<file path="config.mk">
export PLATFORM = sky130hd
export DESIGN_NAME = websocket_frame_deframer
export DESIGN_NICKNAME = d
export VERILOG_FILES = /design/src/wsfd_pkg.sv /design/src/wsfd_csr.sv /design/src/wsfd_parser.sv /design/src/websocket_frame_deframer.sv
export SDC_FILE = /design/constraint.sdc
export NUM_CORES = 1
export LEC_CHECK = 0
export ABC_AREA = 1
export BUFFER_PORTS_ARGS = -buffer_cell sky130_fd_sc_hd__buf_2
export CAP_MARGIN = 20
export CORE_ASPECT_RATIO = 1.75
export CORE_MARGIN = 4
export CORE_UTILIZATION = 40
export CTS_CLUSTER_SIZE = 12
export DETAILED_ROUTE_END_ITERATION = 8
export PLACE_DENSITY_LB_ADDON = 0.05
export SETUP_SLACK_MARGIN = 0.1
export SLEW_MARGIN = 20
export SYNTH_ARGS = -nofsm -noshare
export SYNTH_HDL_FRONTEND = slang
export SYNTH_SLANG_ARGS = --single-unit
</file>
<file path="constraint.sdc">
create_clock -name clock -period 5.4 [get_ports clock]
set_clock_uncertainty 0.1 [all_clocks]
set_input_delay 0.27 -clock clock [delete_from_list [all_inputs] [get_ports clock]]
set_output_delay 0.27 -clock clock [all_outputs]
set_load 0.01 [all_outputs]
</file>
<file path="src/wsfd_pkg.sv">
// Shared types and constants for the WebSocket frame deframer.
`default_nettype none

package wsfd_pkg;

   // Configuration register map
   localparam int CSR_ADDR_W = 3;
   localparam logic REG_MAX_FRAME_BYTES = 1'b0;
   localparam logic [31:0] MAX_FRAME_RESET = 32'd65536;

   // Length codes in the second header byte
   localparam logic [6:0] LEN_CODE_EXT16 = 7'd126;
   localparam logic [6:0] LEN_CODE_EXT64 = 7'd127;

   // Header sizes in bytes
   localparam logic [3:0] HDR_SIZE_BASE  = 4'd2;
   localparam logic [3:0] HDR_SIZE_EXT16 = 4'd4;
   localparam logic [3:0] HDR_SIZE_EXT64 = 4'd10;
   localparam logic [3:0] HDR_SIZE_KEY   = 4'd4;

   // Byte counts of the variable header fields
   localparam logic [3:0] EXT16_BYTES = 4'd2;
   localparam logic [3:0] EXT64_BYTES = 4'd8;
   localparam logic [3:0] KEY_BYTES   = 4'd4;

   typedef enum logic [5:0] {
      PH_HDR0    = 6'b000001,
      PH_HDR1    = 6'b000010,
      PH_EXT16   = 6'b000100,
      PH_EXT64   = 6'b001000,
      PH_MASK    = 6'b010000,
      PH_PAYLOAD = 6'b100000
   } parse_phase_type;

   typedef enum logic [1:0] {
      KIND_DATA  = 2'd0,
      KIND_EMPTY = 2'd1,
      KIND_ERROR = 2'd2
   } result_kind_type;

   typedef struct packed {
      logic            valid;
      result_kind_type kind;
      logic [3:0]      opcode;
      logic [7:0]      data;
      logic            last;
   } parse_result_type;

endpackage

`default_nettype wire

</file>
<file path="src/wsfd_csr.sv">
// Configuration register block holding the maximum frame size.
`default_nettype none

module wsfd_csr
   import wsfd_pkg::*;
(
   input  wire logic                  clock,
   input  wire logic                  reset,
   input  wire logic                  psel,
   input  wire logic                  penable,
   input  wire logic                  pwrite,
   input  wire logic [CSR_ADDR_W-1:0] paddr,
   input  wire logic [31:0]           pwdata,
   output logic      [31:0]           prdata,
   output logic                       pready,
   output logic      [31:0]           max_frame_bytes
);

   logic [31:0] max_frame_ff;
   logic [31:0] max_frame_in;
   logic        reg_hit;
   logic        wr_en;

   assign reg_hit = (paddr[CSR_ADDR_W-1] == REG_MAX_FRAME_BYTES);
   assign wr_en   = psel && penable && pwrite && reg_hit;
   assign pready  = 1'b1;

   // Write path
   always_comb begin
      max_frame_in = max_frame_ff;
      if (wr_en) begin
         max_frame_in = pwdata;
      end
   end

   always_ff @(posedge clock) begin
      if (reset) begin
         max_frame_ff <= MAX_FRAME_RESET;
      end else begin
         max_frame_ff <= max_frame_in;
      end
   end

   // Read path; unmapped addresses read zero
   assign prdata          = reg_hit ? max_frame_ff : 32'd0;
   assign max_frame_bytes = max_frame_ff;

endmodule

`default_nettype wire

</file>
<file path="src/wsfd_parser.sv">
// Frame header parser, size check and payload unmasking for one byte per clock while fire is high.
`default_nettype none

module wsfd_parser
   import wsfd_pkg::*;
(
   input  wire logic       clock,
   input  wire logic       reset,
   input  wire logic       fire,
   input  wire logic [7:0] rx_byte,
   input  wire logic [31:0] max_frame_bytes,
   output parse_result_type result
);

   parse_phase_type phase_ff, phase_in;
   logic [3:0]      hidx_ff, hidx_in;
   logic [3:0]      opcode_ff, opcode_in;
   logic            mask_ff, mask_in;
   logic [63:0]     len_ff, len_in;
   logic [31:0]     key_ff, key_in;
   logic [31:0]     pos_ff, pos_in;
   logic            error_ff, error_in;

   logic [3:0]      hidx_inc;
   logic            fin_go;
   logic [63:0]     fin_len;
   logic [3:0]      fin_hdr;
   logic            fin_mask;
   logic [32:0]     frame_total;
   logic            oversize;
   logic [7:0]      key_byte;
   logic [32:0]     pos_plus;
   logic            pay_last;

   assign hidx_inc = hidx_ff + 4'd1;

   // Length field completion: which byte finishes it and the header size
   always_comb begin
      fin_go   = 1'b0;
      fin_len  = len_ff;
      fin_hdr  = HDR_SIZE_BASE;
      fin_mask = mask_ff;
      case (phase_ff)
         PH_HDR1: begin
            fin_mask = rx_byte[7];
            fin_len  = {57'd0, rx_byte[6:0]};
            fin_go   = (rx_byte[6:0] != LEN_CODE_EXT16) && (rx_byte[6:0] != LEN_CODE_EXT64);
         end
         PH_EXT16: begin
            fin_len = {len_ff[55:0], rx_byte};
            fin_hdr = HDR_SIZE_EXT16;
            fin_go  = (hidx_inc == EXT16_BYTES);
         end
         PH_EXT64: begin
            fin_len = {len_ff[55:0], rx_byte};
            fin_hdr = HDR_SIZE_EXT64;
            fin_go  = (hidx_inc == EXT64_BYTES);
         end
         default: begin
            fin_go = 1'b0;
         end
      endcase
      if (fin_mask) begin
         fin_hdr = fin_hdr + HDR_SIZE_KEY;
      end
   end

   // Size check: any length above 32 bits already exceeds the limit
   assign frame_total = {1'b0, fin_len[31:0]} + {29'd0, fin_hdr};
   assign oversize    = (|fin_len[63:32]) || (frame_total > {1'b0, max_frame_bytes});

   // Key byte for the current payload position
   always_comb begin
      case (pos_ff[1:0])
         2'd0:    key_byte = key_ff[31:24];
         2'd1:    key_byte = key_ff[23:16];
         2'd2:    key_byte = key_ff[15:8];
         default: key_byte = key_ff[7:0];
      endcase
   end

   assign pos_plus = {1'b0, pos_ff} + 33'd1;
   assign pay_last = (pos_plus == len_ff[32:0]) && (len_ff[63:33] == '0);

   // Next state and result
   always_comb begin
      phase_in = phase_ff;
      hidx_in  = hidx_ff;
      opcode_in = opcode_ff;
      mask_in  = mask_ff;
      len_in   = len_ff;
      key_in   = key_ff;
      pos_in   = pos_ff;
      error_in = error_ff;

      result.valid  = 1'b0;
      result.kind   = KIND_DATA;
      result.opcode = opcode_ff;
      result.data   = 8'd0;
      result.last   = 1'b0;

      if (!error_ff) begin
         case (phase_ff)
            PH_HDR1: begin
               mask_in = rx_byte[7];
               hidx_in = 4'd0;
               len_in  = {57'd0, rx_byte[6:0]};
               if (rx_byte[6:0] == LEN_CODE_EXT16) begin
                  phase_in = PH_EXT16;
                  len_in   = '0;
               end else if (rx_byte[6:0] == LEN_CODE_EXT64) begin
                  phase_in = PH_EXT64;
                  len_in   = '0;
               end
            end
            PH_EXT16, PH_EXT64: begin
               len_in  = {len_ff[55:0], rx_byte};
               hidx_in = hidx_inc;
            end
            PH_MASK: begin
               key_in  = {key_ff[23:0], rx_byte};
               hidx_in = hidx_inc;
               if (hidx_inc == KEY_BYTES) begin
                  pos_in = 32'd0;
                  if (len_ff == '0) begin
                     phase_in     = PH_HDR0;
                     result.valid = 1'b1;
                     result.kind  = KIND_EMPTY;
                     result.last  = 1'b1;
                  end else begin
                     phase_in = PH_PAYLOAD;
                  end
               end
            end
            PH_PAYLOAD: begin
               result.valid = 1'b1;
               result.kind  = KIND_DATA;
               result.data  = rx_byte ^ (mask_ff ? key_byte : 8'd0);
               result.last  = pay_last;
               pos_in       = pos_plus[31:0];
               if (pay_last) begin
                  phase_in = PH_HDR0;
               end
            end
            default: begin
               // first header byte, also any stray phase code
               opcode_in = rx_byte[3:0];
               phase_in  = PH_HDR1;
            end
         endcase

         // Length complete: error, mask key, empty frame or payload
         if (fin_go) begin
            if (oversize) begin
               error_in     = 1'b1;
               phase_in     = PH_HDR0;
               result.valid = 1'b1;
               result.kind  = KIND_ERROR;
               result.last  = 1'b1;
            end else begin
               hidx_in = 4'd0;
               key_in  = 32'd0;
               if (fin_mask) begin
                  phase_in = PH_MASK;
               end else begin
                  pos_in = 32'd0;
                  if (fin_len == '0) begin
                     phase_in     = PH_HDR0;
                     result.valid = 1'b1;
                     result.kind  = KIND_EMPTY;
                     result.last  = 1'b1;
                  end else begin
                     phase_in = PH_PAYLOAD;
                  end
               end
            end
         end
      end
   end

   always_ff @(posedge clock) begin
      if (reset) begin
         phase_ff  <= PH_HDR0;
         hidx_ff   <= 4'd0;
         opcode_ff <= 4'd0;
         mask_ff   <= 1'b0;
         len_ff    <= '0;
         key_ff    <= 32'd0;
         pos_ff    <= 32'd0;
         error_ff  <= 1'b0;
      end else if (fire) begin
         phase_ff  <= phase_in;
         hidx_ff   <= hidx_in;
         opcode_ff <= opcode_in;
         mask_ff   <= mask_in;
         len_ff    <= len_in;
         key_ff    <= key_in;
         pos_ff    <= pos_in;
         error_ff  <= error_in;
      end
   end

endmodule

`default_nettype wire

</file>
<file path="src/websocket_frame_deframer.sv">
// A byte accepted into the input register passes through the parser into the result register.
// Throughput: one byte per clock; the input register advances whenever the
// result register is empty or being taken, so rsp_stall alone throttles it.
// Reset (synchronous, active high) clears the parser to await a first header
// byte, clears the error latch and sets max_frame_bytes to 65536.
`default_nettype none

module websocket_frame_deframer
   import wsfd_pkg::*;
(
   input  wire logic                  clock,
   input  wire logic                  reset,
   // request channel
   input  wire logic                  req_valid,
   output logic                       req_stall,
   input  wire logic [7:0]            req_rx_byte,
   // result channel
   output logic                       rsp_valid,
   input  wire logic                  rsp_stall,
   output logic [1:0]                 rsp_result_kind,
   output logic [3:0]                 rsp_frame_opcode,
   output logic [7:0]                 rsp_payload_byte,
   output logic                       rsp_frame_last,
   // configuration port
   input  wire logic                  csr_psel,
   input  wire logic                  csr_penable,
   input  wire logic                  csr_pwrite,
   input  wire logic [CSR_ADDR_W-1:0] csr_paddr,
   input  wire logic [31:0]           csr_pwdata,
   output logic      [31:0]           csr_prdata,
   output logic                       csr_pready
);

   logic             in_valid_ff, in_valid_in;
   logic [7:0]       in_byte_ff, in_byte_in;
   logic             rsp_valid_ff, rsp_valid_in;
   result_kind_type  rsp_kind_ff, rsp_kind_in;
   logic [3:0]       rsp_opcode_ff, rsp_opcode_in;
   logic [7:0]       rsp_byte_ff, rsp_byte_in;
   logic             rsp_last_ff, rsp_last_in;

   logic             advance;
   logic             req_take;
   logic [31:0]      max_frame_bytes;
   parse_result_type result;

   wsfd_csr u_csr (
      .clock           (clock),
      .reset           (reset),
      .psel            (csr_psel),
      .penable         (csr_penable),
      .pwrite          (csr_pwrite),
      .paddr           (csr_paddr),
      .pwdata          (csr_pwdata),
      .prdata          (csr_prdata),
      .pready          (csr_pready),
      .max_frame_bytes (max_frame_bytes)
   );

   // Request moves from the input register into the parser
   assign advance   = in_valid_ff && (!rsp_valid_ff || !rsp_stall);
   assign req_stall = in_valid_ff && !advance;
   assign req_take  = req_valid && !req_stall;

   wsfd_parser u_parser (
      .clock           (clock),
      .reset           (reset),
      .fire            (advance),
      .rx_byte         (in_byte_ff),
      .max_frame_bytes (max_frame_bytes),
      .result          (result)
   );

   // Input register
   always_comb begin
      in_valid_in = in_valid_ff;
      in_byte_in  = in_byte_ff;
      if (req_take) begin
         in_valid_in = 1'b1;
         in_byte_in  = req_rx_byte;
      end else if (advance) begin
         in_valid_in = 1'b0;
      end
   end

   // Result register
   always_comb begin
      rsp_valid_in  = rsp_valid_ff;
      rsp_kind_in   = rsp_kind_ff;
      rsp_opcode_in = rsp_opcode_ff;
      rsp_byte_in   = rsp_byte_ff;
      rsp_last_in   = rsp_last_ff;
      if (advance) begin
         rsp_valid_in = result.valid;
         if (result.valid) begin
            rsp_kind_in   = result.kind;
            rsp_opcode_in = result.opcode;
            rsp_byte_in   = result.data;
            rsp_last_in   = result.last;
         end
      end else if (!rsp_stall) begin
         rsp_valid_in = 1'b0;
      end
   end

   always_ff @(posedge clock) begin
      if (reset) begin
         in_valid_ff  <= 1'b0;
         rsp_valid_ff <= 1'b0;
      end else begin
         in_valid_ff  <= in_valid_in;
         rsp_valid_ff <= rsp_valid_in;
      end
   end

   always_ff @(posedge clock) begin
      in_byte_ff    <= in_byte_in;
      rsp_kind_ff   <= rsp_kind_in;
      rsp_opcode_ff <= rsp_opcode_in;
      rsp_byte_ff   <= rsp_byte_in;
      rsp_last_ff   <= rsp_last_in;
   end

   assign rsp_valid        = rsp_valid_ff;
   assign rsp_result_kind  = rsp_kind_ff;
   assign rsp_frame_opcode = rsp_opcode_ff;
   assign rsp_payload_byte = rsp_byte_ff;
   assign rsp_frame_last   = rsp_last_ff;

`ifndef NO_ASSERTIONS
   // Nothing follows a delivered error result
   a_error_final: assert property (@(posedge clock) disable iff (reset)
      (rsp_valid && !rsp_stall && (rsp_result_kind == KIND_ERROR)) |=> !rsp_valid)
      else $error("result delivered after frame error");

   // Empty-frame and error results carry a zero byte and the last flag
   a_non_data_fields: assert property (@(posedge clock) disable iff (reset)
      (rsp_valid && (rsp_result_kind != KIND_DATA)) |-> (rsp_frame_last && (rsp_payload_byte == 8'd0)))
      else $error("non-data result with payload byte or without last flag");

   // A held request stays put while the result side is blocked
   a_input_hold: assert property (@(posedge clock) disable iff (reset)
      (in_valid_ff && rsp_valid_ff && rsp_stall) |=> (in_valid_ff && $stable(in_byte_ff)))
      else $error("input register changed while blocked");
`endif

endmodule

`default_nettype wire
</file>
==> results of run 1 <==
## report_power, final
group / switching, mW / internal (mW) / total [mW]
clock network: 0.662 / 0.862 / 1.52
logic: 0.233 / 0.136 / 0.369
registers: 0.0324 / 1.55 / 1.58
total: 0.927 / 2.55 / 3.47
## per-layer routing
metal / GRT usage [%] / up-vias / wire length, microns
li1: - / 6764 / -
met2: 45.7 / 366 / 23700
met1: 28.6 / 6277 / 17400
met4: 12.8 / 0 / 2790
met5: 0 / - / 0
met3: 2.18 / 127 / 1810
## layout by cell type, fill, tap and decap left out, types with 7 or more instances in the layout
cell type,Yosys,layout
nand2_1,447,436
nor3_1,32,31
nand2_2,4,13
clkbuf_16,0,26
nand4_1,32,32
dfxtp_1,178,174
inv_1,214,209
nor4_1,22,22
ha_1,43,39
edfxtp_1,23,23
a21oi_2,3,7
o21ai_0,95,94
o211ai_1,35,35
xor2_1,28,27
o22ai_1,28,28
o21ai_1,10,8
a221oi_1,8,8
nor2_2,14,18
nor2_1,195,187
dlygate4sd3_1,0,43
nand3_1,159,157
inv_2,12,14
xnor2_1,12,12
buf_2,5,95
buf_4,7,59
a21oi_1,203,198
o22ai_2,13,13
## final cells by class
class	instances	area, sq um	area share, %
well taps	396	495	3.20
flip-flops and latches	201	4260	27.5
clock inverters	10	83.8	0.542
multi-input cells	1423	7610	49.2
clock buffers	31	626	4.05
repair buffers	205	1520	9.80
inverters	229	873	5.65
## stage by stage
step / instance area (sq um) / setup TNS [ps] / util [%]
floorplan: 12900 / 0 / -
global placement: 13900 / 0 / 43.9
detailed placement: 13900 / -762 / 43.9
CTS: 15100 / 0 / 47.6
global route: 15500 / -765 / 48.9
finish: 15500 / 0 / 48.9
## critical path: cells and delay by family (launching register included)
| family | cells | cell delay, ps |
|---|---|---|
| AND/OR/NAND/NOR | 26 | 2670 |
| adder cells (fa/ha/maj) | 4 | 900 |
| buffers and inverters | 4 | 450 |
| flip-flops | 1 | 330 |
| AO/OA/AOI/OAI | 2 | 210 |
| XOR/XNOR | 1 | 170 |
## sequential cells by signal, indices dropped and copies added (netlist names), 2 cells and up
signal,count
u_parser.len_ff,64
u_csr.max_frame_bytes,32
u_parser.pos_ff,32
in_byte_ff,8
rsp_result_kind,2
u_parser.opcode_ff,4
u_parser.phase_ff,6
u_parser.hidx_ff,4
u_parser.key_ff,32
rsp_frame_opcode,4
rsp_payload_byte,8
## how the worst max path moves through the flow
stage | endpoint | cells after the start
2_1_floorplan | rsp_frame_last$_SDFFCE_PP0P_ | 35
3_3_place_gp | rsp_frame_opcode[1]$_DFFE_PP_ | 35
3_5_place_dp | rsp_frame_opcode[1]$_DFFE_PP_ | 35
4_1_cts | rsp_result_kind[1]$_SDFFCE_PP0P_ | 38
5_1_grt | rsp_frame_last$_SDFFCE_PP0P_ | 37
6_report | rsp_result_kind[1]$_SDFFCE_PP0P_ | 37
## logic make-up after synthesis
| family | count (synthesis) |
|---|---|
| simple gates | 927 |
| flops | 201 |
| fa+ha+maj | 44 |
| xor+xnor | 42 |
| other cells | 1 |
| compound gates | 409 |
| buf+inv | 325 |
## synth_stat cells, types with 4 or more instances
master	number	share of area, %
buf_6	5	0.44
o22ai_2	13	1.3
buf_2	5	0.19
nor2_2	14	0.68
o21ai_1	10	0.39
nor4_1	22	1.1
ha_1	43	4.2
inv_1	214	6.2
o211ai_1	35	2.0
nand3_2	5	0.39
nand2_1	447	13
xnor2_1	12	0.81
buf_1	8	0.23
xor2_1	28	1.9
nor2_1	195	5.7
nand4_1	32	1.6
o21ai_0	95	3.7
nor3_1	32	1.2
edfxtp_1	23	5.3
o22ai_1	28	1.4
inv_2	12	0.35
a221oi_1	8	0.54
a21oi_1	203	7.9
nand2_2	4	0.19
clkbuf_1	70	2.0
buf_4	7	0.41
nand3_1	159	6.2
dfxtp_1	178	28
## timing repair
action                                  in CTS  in global routing
pin swaps                                    0                 27
hold buffers                                43                  0
endpoints found under the setup margin      15                 91
gates cloned                                 0                  4
hold endpoints to repair                    57                  0
setup buffers                                1                 11
gates resized for setup                      1                 58
==> summary.txt, run 1 <==
Clocking
  • Clock latency on the worst-skew pair: between 500 and 600 ps
  • Htree depth: 1
  • CTS tree: done
  • CTS root buffer: clkbuf_16
  • Num CTS Buffers: 23
  • Clock transition at path regs: around 60 ps
  • Clk sinks: around 200
  • Longest Clk Path Bufs: 3

Timing
  • Max Slew Vio Count: 0
  • Worst slew margin: approximately a third
  • Final hold viol count: 0
  • Final Critical Period: 5120 ps
  • Peak Freq: ~0.2 GHz
  • Setup Viol. Count Final: 0
  • Setup WS post-layout: approximately 280 ps
  • Worst hold slack: between 60 and 70 ps
  • RSZ-0062 raised after global routing: yes
  • Slew @ Worst Pin: 1020 ps
  • Final period util: a little over nine tenths

Synthesis
  • Ys flop type: dfxtp_1
  • Mux cell area share after synthesis: 0%
  • Synthesized instance count: approximately 1.9k
  • Synth cell types: 55
  • Synth Area in Adders: about 4.3%
  • Synthesized area: between 10000 and 15000 sq um
  • Synth warn: 0
  • Post-synthesis compound-gate area fraction: approximately 18%
  • Syn Area/Cell: between 6 and 7 sq um
  • Post-Synth Simple-Gate Area: about a third
  • Synth Net Count: a little over 2k
  • Largest family of logic cells by synthesized area: simple AND/OR/NAND/NOR gates
  • Post-synth EDFFs: 23
  • FF+latch count, synth: around 200
  • Post-synthesis xor/xnor area fraction: around 3.1%
  • Register area share after synthesis: between 30% and 40%
  • Async S/R FF share, synth: 0%

Global routing
  • Total grt overflow: 0
  • GR Util All Layers: 25.1%
  • Maximum number of pins on one net before global-route repair: 98
  • Vias in the first global route: 13.0k
  • Initial antenna violation count: 0
  • First-pass GRT wire length: 70600 microns

Layout
  • Fill count: 3261
  • Layout Cells excl Fill: roughly 2.5k
  • Ant diodes: 0
  • Share of cells above drive strength 1: ~15%
  • Area growth syn-to-layout: 19.7%
  • Layout net count: roughly 2.2k

Die
  • Core box area: 31600 sq um
  • Die Y: 246 microns
  • Die ar.: 35300 sq um
  • Die X: 144 microns
  • # rows: 86
  • # IOs: 100
  • Initial Utilization: between 40% and 50%

Run status
  • Status: finished clean

Place
  • Routability cong.: approximately 0.9
  • IO buf count: 96
  • Post-DP HPWL: approximately 33000 microns
  • Inst Count DP: ~2.4k
  • Dpl ws: -52.0 ps

Hold path
  • WHS Path Cells: 3
  • Hold EP: u_csr.max_frame_bytes[16]$_SDFFE_PP1P_
  • HP Start: csr_penable
  • Hold Path Class: primary input to register

Worst setup path
  • Critical path's slowest cell: dfxtp_2
  • Crit path from: u_parser.phase_ff[5]$_SDFFE_PP0P_
  • Maximum fanout along the worst path: 7
  • CP peak stage delay: around 330 ps
  • Critical Path AT: approximately 5300 ps
  • FF-to-FF path depth: 37
  • Reg2reg end: rsp_result_kind[1]$_SDFFCE_PP0P_
  • Setup crit start kind: register
  • Req. time, crit path: roughly 5500 ps
  • Crit Path Class: register to register
  • R2r setup slk: roughly 280 ps
  • Crit-path most repeated cell: nand2_1
  • Worst r2r src: u_parser.phase_ff[5]$_SDFFE_PP0P_
  • Critical Path End Type: register

Routing
  • Via count: approximately 14k
  • Vias per cell: ~5.4
  • Initial DRT Pass Iterations: 5
  • DR WL/cell: 18.3 microns
  • Drt total wl: about 46000 microns
  • Detailed-route DRC error count: 0
  • Iter 0 DRT Violations: 789
  • ANT nets after route: 0

Pwr
  • PD cells: 225 nW/um^2
  • Static Leakage: 6.19 nW
  • Max VDD drop: 0.000316 V
  • Total power: 3.47 mW

Run
  • Max-cap violation count: 0
Note: power is estimated with default switching activity, not from simulation.
==> inputs of run 2 (changes only) <==
Settings changed: CORE_ASPECT_RATIO 1.75 to 0.9.
==> run 2 against run 1 <==
Effect of this change:
- wire length shrank 5.6%
- register-to-register slack lost 20 ps
- worst hold slack worse by 21 ps
- critical endpoint is now rsp_payload_byte[6]$_SDFFCE_PP0P_
- largest cell class unchanged
- largest power group is now clock
==> summary.txt, run 2 (synthesis gave the netlist of run 1 again) <==
Run status
  • Status: finished clean

Timing
  • RSZ-0062 raised after global routing: yes
  • Final period util: between 90 and 100%
  • Max Slew Vio Count: 0
  • Setup Viol. Count Final: 0
  • Worst slew margin: 31.0%
  • Setup WS post-layout: roughly 270 ps
  • Worst hold slack: between 40 and 50 ps
  • Final Critical Period: approximately 5000 ps
  • Slew @ Worst Pin: 1030 ps
  • Peak Freq: a little under 0.2 GHz
  • Final hold viol count: 0

Worst setup path
  • CP peak stage delay: 360 ps
  • Crit-path most repeated cell: nand2_1
  • Critical path's slowest cell: dfxtp_4
  • Setup crit start kind: register
  • FF-to-FF path depth: 38
  • Critical Path End Type: register
  • Maximum fanout along the worst path: 7
  • Critical Path AT: 5310 ps
  • Crit Path Class: register to register
  • Req. time, crit path: between 5000 and 6000 ps

Routing
  • Detailed-route DRC error count: 0
  • DR WL/cell: roughly 17 microns
  • Vias per cell: 5.32
  • Drt total wl: approximately 43000 microns
  • Via count: about 13k
  • ANT nets after route: 0
  • Initial DRT Pass Iterations: 6
  • Iter 0 DRT Violations: between 900 and 1k

Place
  • Routability cong.: just under 1
  • IO buf count: 96
  • Inst Count DP: 2411
  • Post-DP HPWL: 30200 microns
  • Dpl ws: -23.8 ps

Clocking
  • Clk sinks: about 200
  • Num CTS Buffers: 24
  • CTS root buffer: clkbuf_16
  • Htree depth: 1
  • CTS tree: done
  • Clock latency on the worst-skew pair: 560 ps
  • Clock transition at path regs: ~60 ps
  • Longest Clk Path Bufs: 3

Layout
  • Reg with most FFs: u_parser.len_ff
  • Register area: between 4000 and 5000 sq um
  • Max reg flops: 64
  • Fill count: around 3.3k
  • Ant diodes: 0
  • Multi-input gate area: between 7000 and 8000 sq um
  • Layout Cells excl Fill: ~2.5k
  • Area growth syn-to-layout: 20.4%
  • Layout net count: roughly 2.2k
  • Share of cells above drive strength 1: around 15%
  • Most frequent cells in the layout: 440 x nand2_1, 210 x inv_1, 192 x a21oi_1
  • Commonest non-fill, non-tap cell in the layout: nand2_1

Hold path
  • WHS Path Cells: 3
  • Hold Path Class: primary input to register

Global routing
  • Vias in the first global route: around 12k
  • Initial antenna violation count: 0
  • Total grt overflow: 0
  • Maximum number of pins on one net before global-route repair: ~110
  • GR Util All Layers: a little under a quarter
  • First-pass GRT wire length: slightly below 70000 microns

Pwr
  • Max VDD drop: between 0.0002 and 0.00025 V
  • PD cells: between 200 and 250 nW/um^2
  • Static Leakage: 6.22 nW

Die
  • # IOs: 100
  • Die Y: 178 microns
  • Core box area: roughly 32000 sq um
  • Initial Utilization: 40.5%
  • Die X: 197 microns
  • # rows: between 60 and 70
  • Die ar.: about 35000 sq um

Run
  • Max-cap violation count: 0
## run 2: cell types whose count changed in the layout (fill, tap and decap cells not counted), moves of 3 or more
cell      previous run  this run
buf_4               59        52
clkbuf_8             2         6
nand2_1            436       440
nand2_2             13        10
a21oi_1            198       192
a21oi_2              7        13
## run 2: path summary, 6_finish.rpt
kind	startpoint	endpoint	slack [ps]
setup / recovery	u_parser.phase_ff[4]$_SDFFE_PP0P_	rsp_payload_byte[6]$_SDFFCE_PP0P_	270
setup reg to reg	u_parser.phase_ff[4]$_SDFFE_PP0P_	rsp_payload_byte[6]$_SDFFCE_PP0P_	270
hold / removal	csr_penable	u_csr.max_frame_bytes[16]$_SDFFE_PP1P_	50
hold reg to reg	u_parser.opcode_ff[2]$_SDFFE_PP0P_	rsp_frame_opcode[2]$_DFFE_PP_	320
## run 2: timing repair
| item | in CTS | in global routing |
|---|---|---|
| buffers inserted | 1 | 10 |
| resized for setup | 3 | 51 |
| pin swaps | 1 | 25 |
| hold endpoints to repair | 60 | 0 |
| hold buffers | 44 | 0 |
| gates cloned | 0 | 6 |
| setup endpoints to repair | 15 | 91 |
## run 2: critical path, delay by kind of cell, from the launching register on
kind	cells	cell delay, ps
AND/OR/NAND/NOR	26	2490
flip-flops	1	360
buffers and inverters	5	610
AO/OA/AOI/OAI	2	200
adder cells (fa/ha/maj)	4	910
XOR/XNOR	1	150
## run 2: per-stage QoR
step | utilization, % | TNS (ps) | total power, mW | area, sq um
6_report | 48.8 | 0 | 3.58 | 15600
4_1_cts | 47.6 | 0 | 3.60 | 15200
3_5_place_dp | 43.5 | -344 | 1.93 | 13900
2_1_floorplan | - | 0 | 1.82 | 12900
5_1_grt | 48.8 | -3000 | 3.72 | 15600
3_3_place_gp | 43.5 | 0 | 1.92 | 13900
## run 2: where the power goes
group / internal, mW / switching [mW] / leakage, nW
combinational: 0.136 / 0.227 / 4.19
sequential: 1.55 / 0.0301 / 1.64
clock: 0.956 / 0.683 / 0.395
total: 2.64 / 0.940 / 6.22
## run 2: final cells by class
type / count / area share (%)
flip-flops and latches: 201 / 27.4
repair buffers: 201 / 9.70
inverters: 229 / 5.65
well taps: 416 / 3.35
multi-input cells: 1424 / 48.8
clock buffers: 36 / 4.54
clock inverters: 8 / 0.603
## run 2: metal layers
layer,up-vias,wire [microns],global-route usage [%]
li1,6767,-,-
met1,6215,20700,34.4
met2,346,19200,36.8
met3,49,2460,3.42
met4,0,852,5.52
met5,-,0,0
==> inputs of run 3 (changes only) <==
Settings changed: BUFFER_PORTS_ARGS -buffer_cell sky130_fd_sc_hd__buf_2 to unset, DONT_BUFFER_PORTS set to 1, SLEW_MARGIN 20 to 10.
==> run 3 against run 2 <==
Effect of this change:
- sequential share of layout area grew 0.97 points
- count of clock-buffer cells in the layout shrank 9
- via count decreased by 2.1%
- total power increased by 0.51%
- critical endpoint is now rsp_frame_opcode[2]$_DFFE_PP_
- largest power group unchanged
- highest routed layer is now met5
==> summary.txt, run 3 (synthesis gave the netlist of run 1 again) <==
Run status
  • Status: finished clean

Clocking
  • Clk sinks: around 200
  • Clock latency on the worst-skew pair: between 500 and 600 ps
  • Num CTS Buffers: 25
  • CTS root buffer: clkbuf_16
  • Htree depth: 1
  • Longest Clk Path Bufs: 3
  • Clock transition at path regs: around 60 ps
  • CTS tree: done

Place
  • Post-DP HPWL: ~30000 microns
  • Inst Count DP: approximately 2.3k
  • IO buf count: 0
  • Placement Cell Area: roughly 13000 sq um
  • Routability cong.: between 0.9 and 1

Global routing
  • First-pass GRT wire length: between 60000 and 70000 microns
  • Initial antenna violation count: 1
  • Total grt overflow: 0
  • Maximum number of pins on one net before global-route repair: about 120
  • GR Util All Layers: 22.9%
  • Vias in the first global route: approximately 12k

Die
  • Die ar.: about 35000 sq um
  • # rows: 62
  • Die X: roughly 200 microns
  • # IOs: 100
  • Die Y: 178 microns
  • Core box area: about 32000 sq um
  • Initial Utilization: 40.5%

Layout
  • Layout Cells excl Fill: 2419
  • Reg with most FFs: u_parser.len_ff
  • Max reg flops: 64
  • Layout Utilization: 47.1%
  • Layout net count: around 2.1k
  • Ant diodes: 0
  • Share of cells above drive strength 1: a little under a tenth
  • Most frequent cells in the layout: 442 x nand2_1, 211 x inv_1, 201 x a21oi_1
  • Area growth syn-to-layout: 16.2%
  • Commonest non-fill, non-tap cell in the layout: nand2_1
  • Design area: between 15000 and 20000 sq um

Routing
  • Initial DRT Pass Iterations: 5
  • Detailed-route DRC error count: 0
  • Via count: between 10k and 15k
  • Vias per cell: about 5.4
  • DR WL/cell: between 15 and 20 microns
  • Drt total wl: 42800 microns
  • ANT nets after route: 0
  • Iter 0 DRT Violations: around 1.0k

Run
  • Max-cap violation count: 0

Worst setup path
  • Crit-path most repeated cell: nand2_1
  • Crit path from: u_parser.phase_ff[5]$_SDFFE_PP0P_
  • Setup crit start kind: register
  • Crit Path Class: register to register
  • CP peak stage delay: between 300 and 400 ps
  • Critical Path AT: between 5000 and 6000 ps
  • Req. time, crit path: 5560 ps
  • Worst r2r src: u_parser.phase_ff[5]$_SDFFE_PP0P_
  • Critical Path End Type: register
  • Maximum fanout along the worst path: 6
  • Critical path's slowest cell: dfxtp_2

Pwr
  • Total power: approximately 3.6 mW
  • Static Leakage: a little under 6 nW
  • PD cells: 240 nW/um^2
  • Max VDD drop: 0.000232 V

Timing
  • Final period util: 94.3%
  • Slew @ Worst Pin: roughly 990 ps
  • Peak Freq: 0.196 GHz
  • Final hold viol count: 0
  • Worst slew margin: 33.6%
  • Setup Viol. Count Final: 0
  • Max Slew Vio Count: 0
  • Final Critical Period: between 5000 and 6000 ps
  • RSZ-0062 raised after global routing: yes

Hold path
  • HP Start: reset
  • Hold Path Class: primary input to register
-- run 3: critical path, delay by kind of cell, from the launching register on --
kind | cells | cell delay [ps]
DFF | 1 | 330
buffers and inverters | 7 | 720
xor gates and xnor gates | 1 | 150
adders and majority gates | 3 | 810
AOI/OAI and AO/OA | 2 | 280
and+or+nand+nor | 25 | 2420
-- run 3: worst paths after layout --
check / end / cells past startpoint / slack, ps
min reg2reg: rsp_frame_opcode[2]$_DFFE_PP_ / 0 / 340
max: rsp_frame_opcode[2]$_DFFE_PP_ / 38 / 310
min: u_parser.pos_ff[11]$_SDFFE_PP0P_ / 2 / 40
max reg2reg: rsp_frame_opcode[2]$_DFFE_PP_ / 38 / 310
-- run 3: per-layer routing --
layer	wire [microns]	vias to the layer above	track usage (%)
met5	7	-	0
met2	18600	378	35.5
met4	1260	2	6.93
met3	2470	70	2.83
met1	20500	6065	33.4
li1	-	6576	-
-- run 3: cell type report --
class | count | area [sq um]
flip-flops and latches | 201 | 4260
fillers | 3276 | 16900
well taps | 416 | 520
clock inverters | 18 | 178
inverters | 229 | 866
multi-input cells | 1424 | 7510
repair buffers | 104 | 1040
clock buffers | 27 | 633
-- run 3: stage by stage --
stage                     hold WS (ps)  setup WS (ps)  TNS [ps]
after floorplan                    269            164         0
after global placement             248            129         0
after detailed placement           249           52.7         0
after CTS                         59.1            132         0
after global routing              81.2           -117     -2850
final                             36.7            310         0
-- run 3: power by group --
part	total, mW	internal [mW]	switching (mW)
combinational	0.336	0.121	0.215
clock	1.68	0.991	0.693
sequential	1.58	1.55	0.0305
-- run 3: timing repair --
action                     CTS  global route
setup endpoints to repair   15            91
pin swaps                    0            19
hold buffers                45             1
gates resized for setup      0            31
setup buffers                2            10
hold endpoints to repair   142             4
gates cloned                 0             4
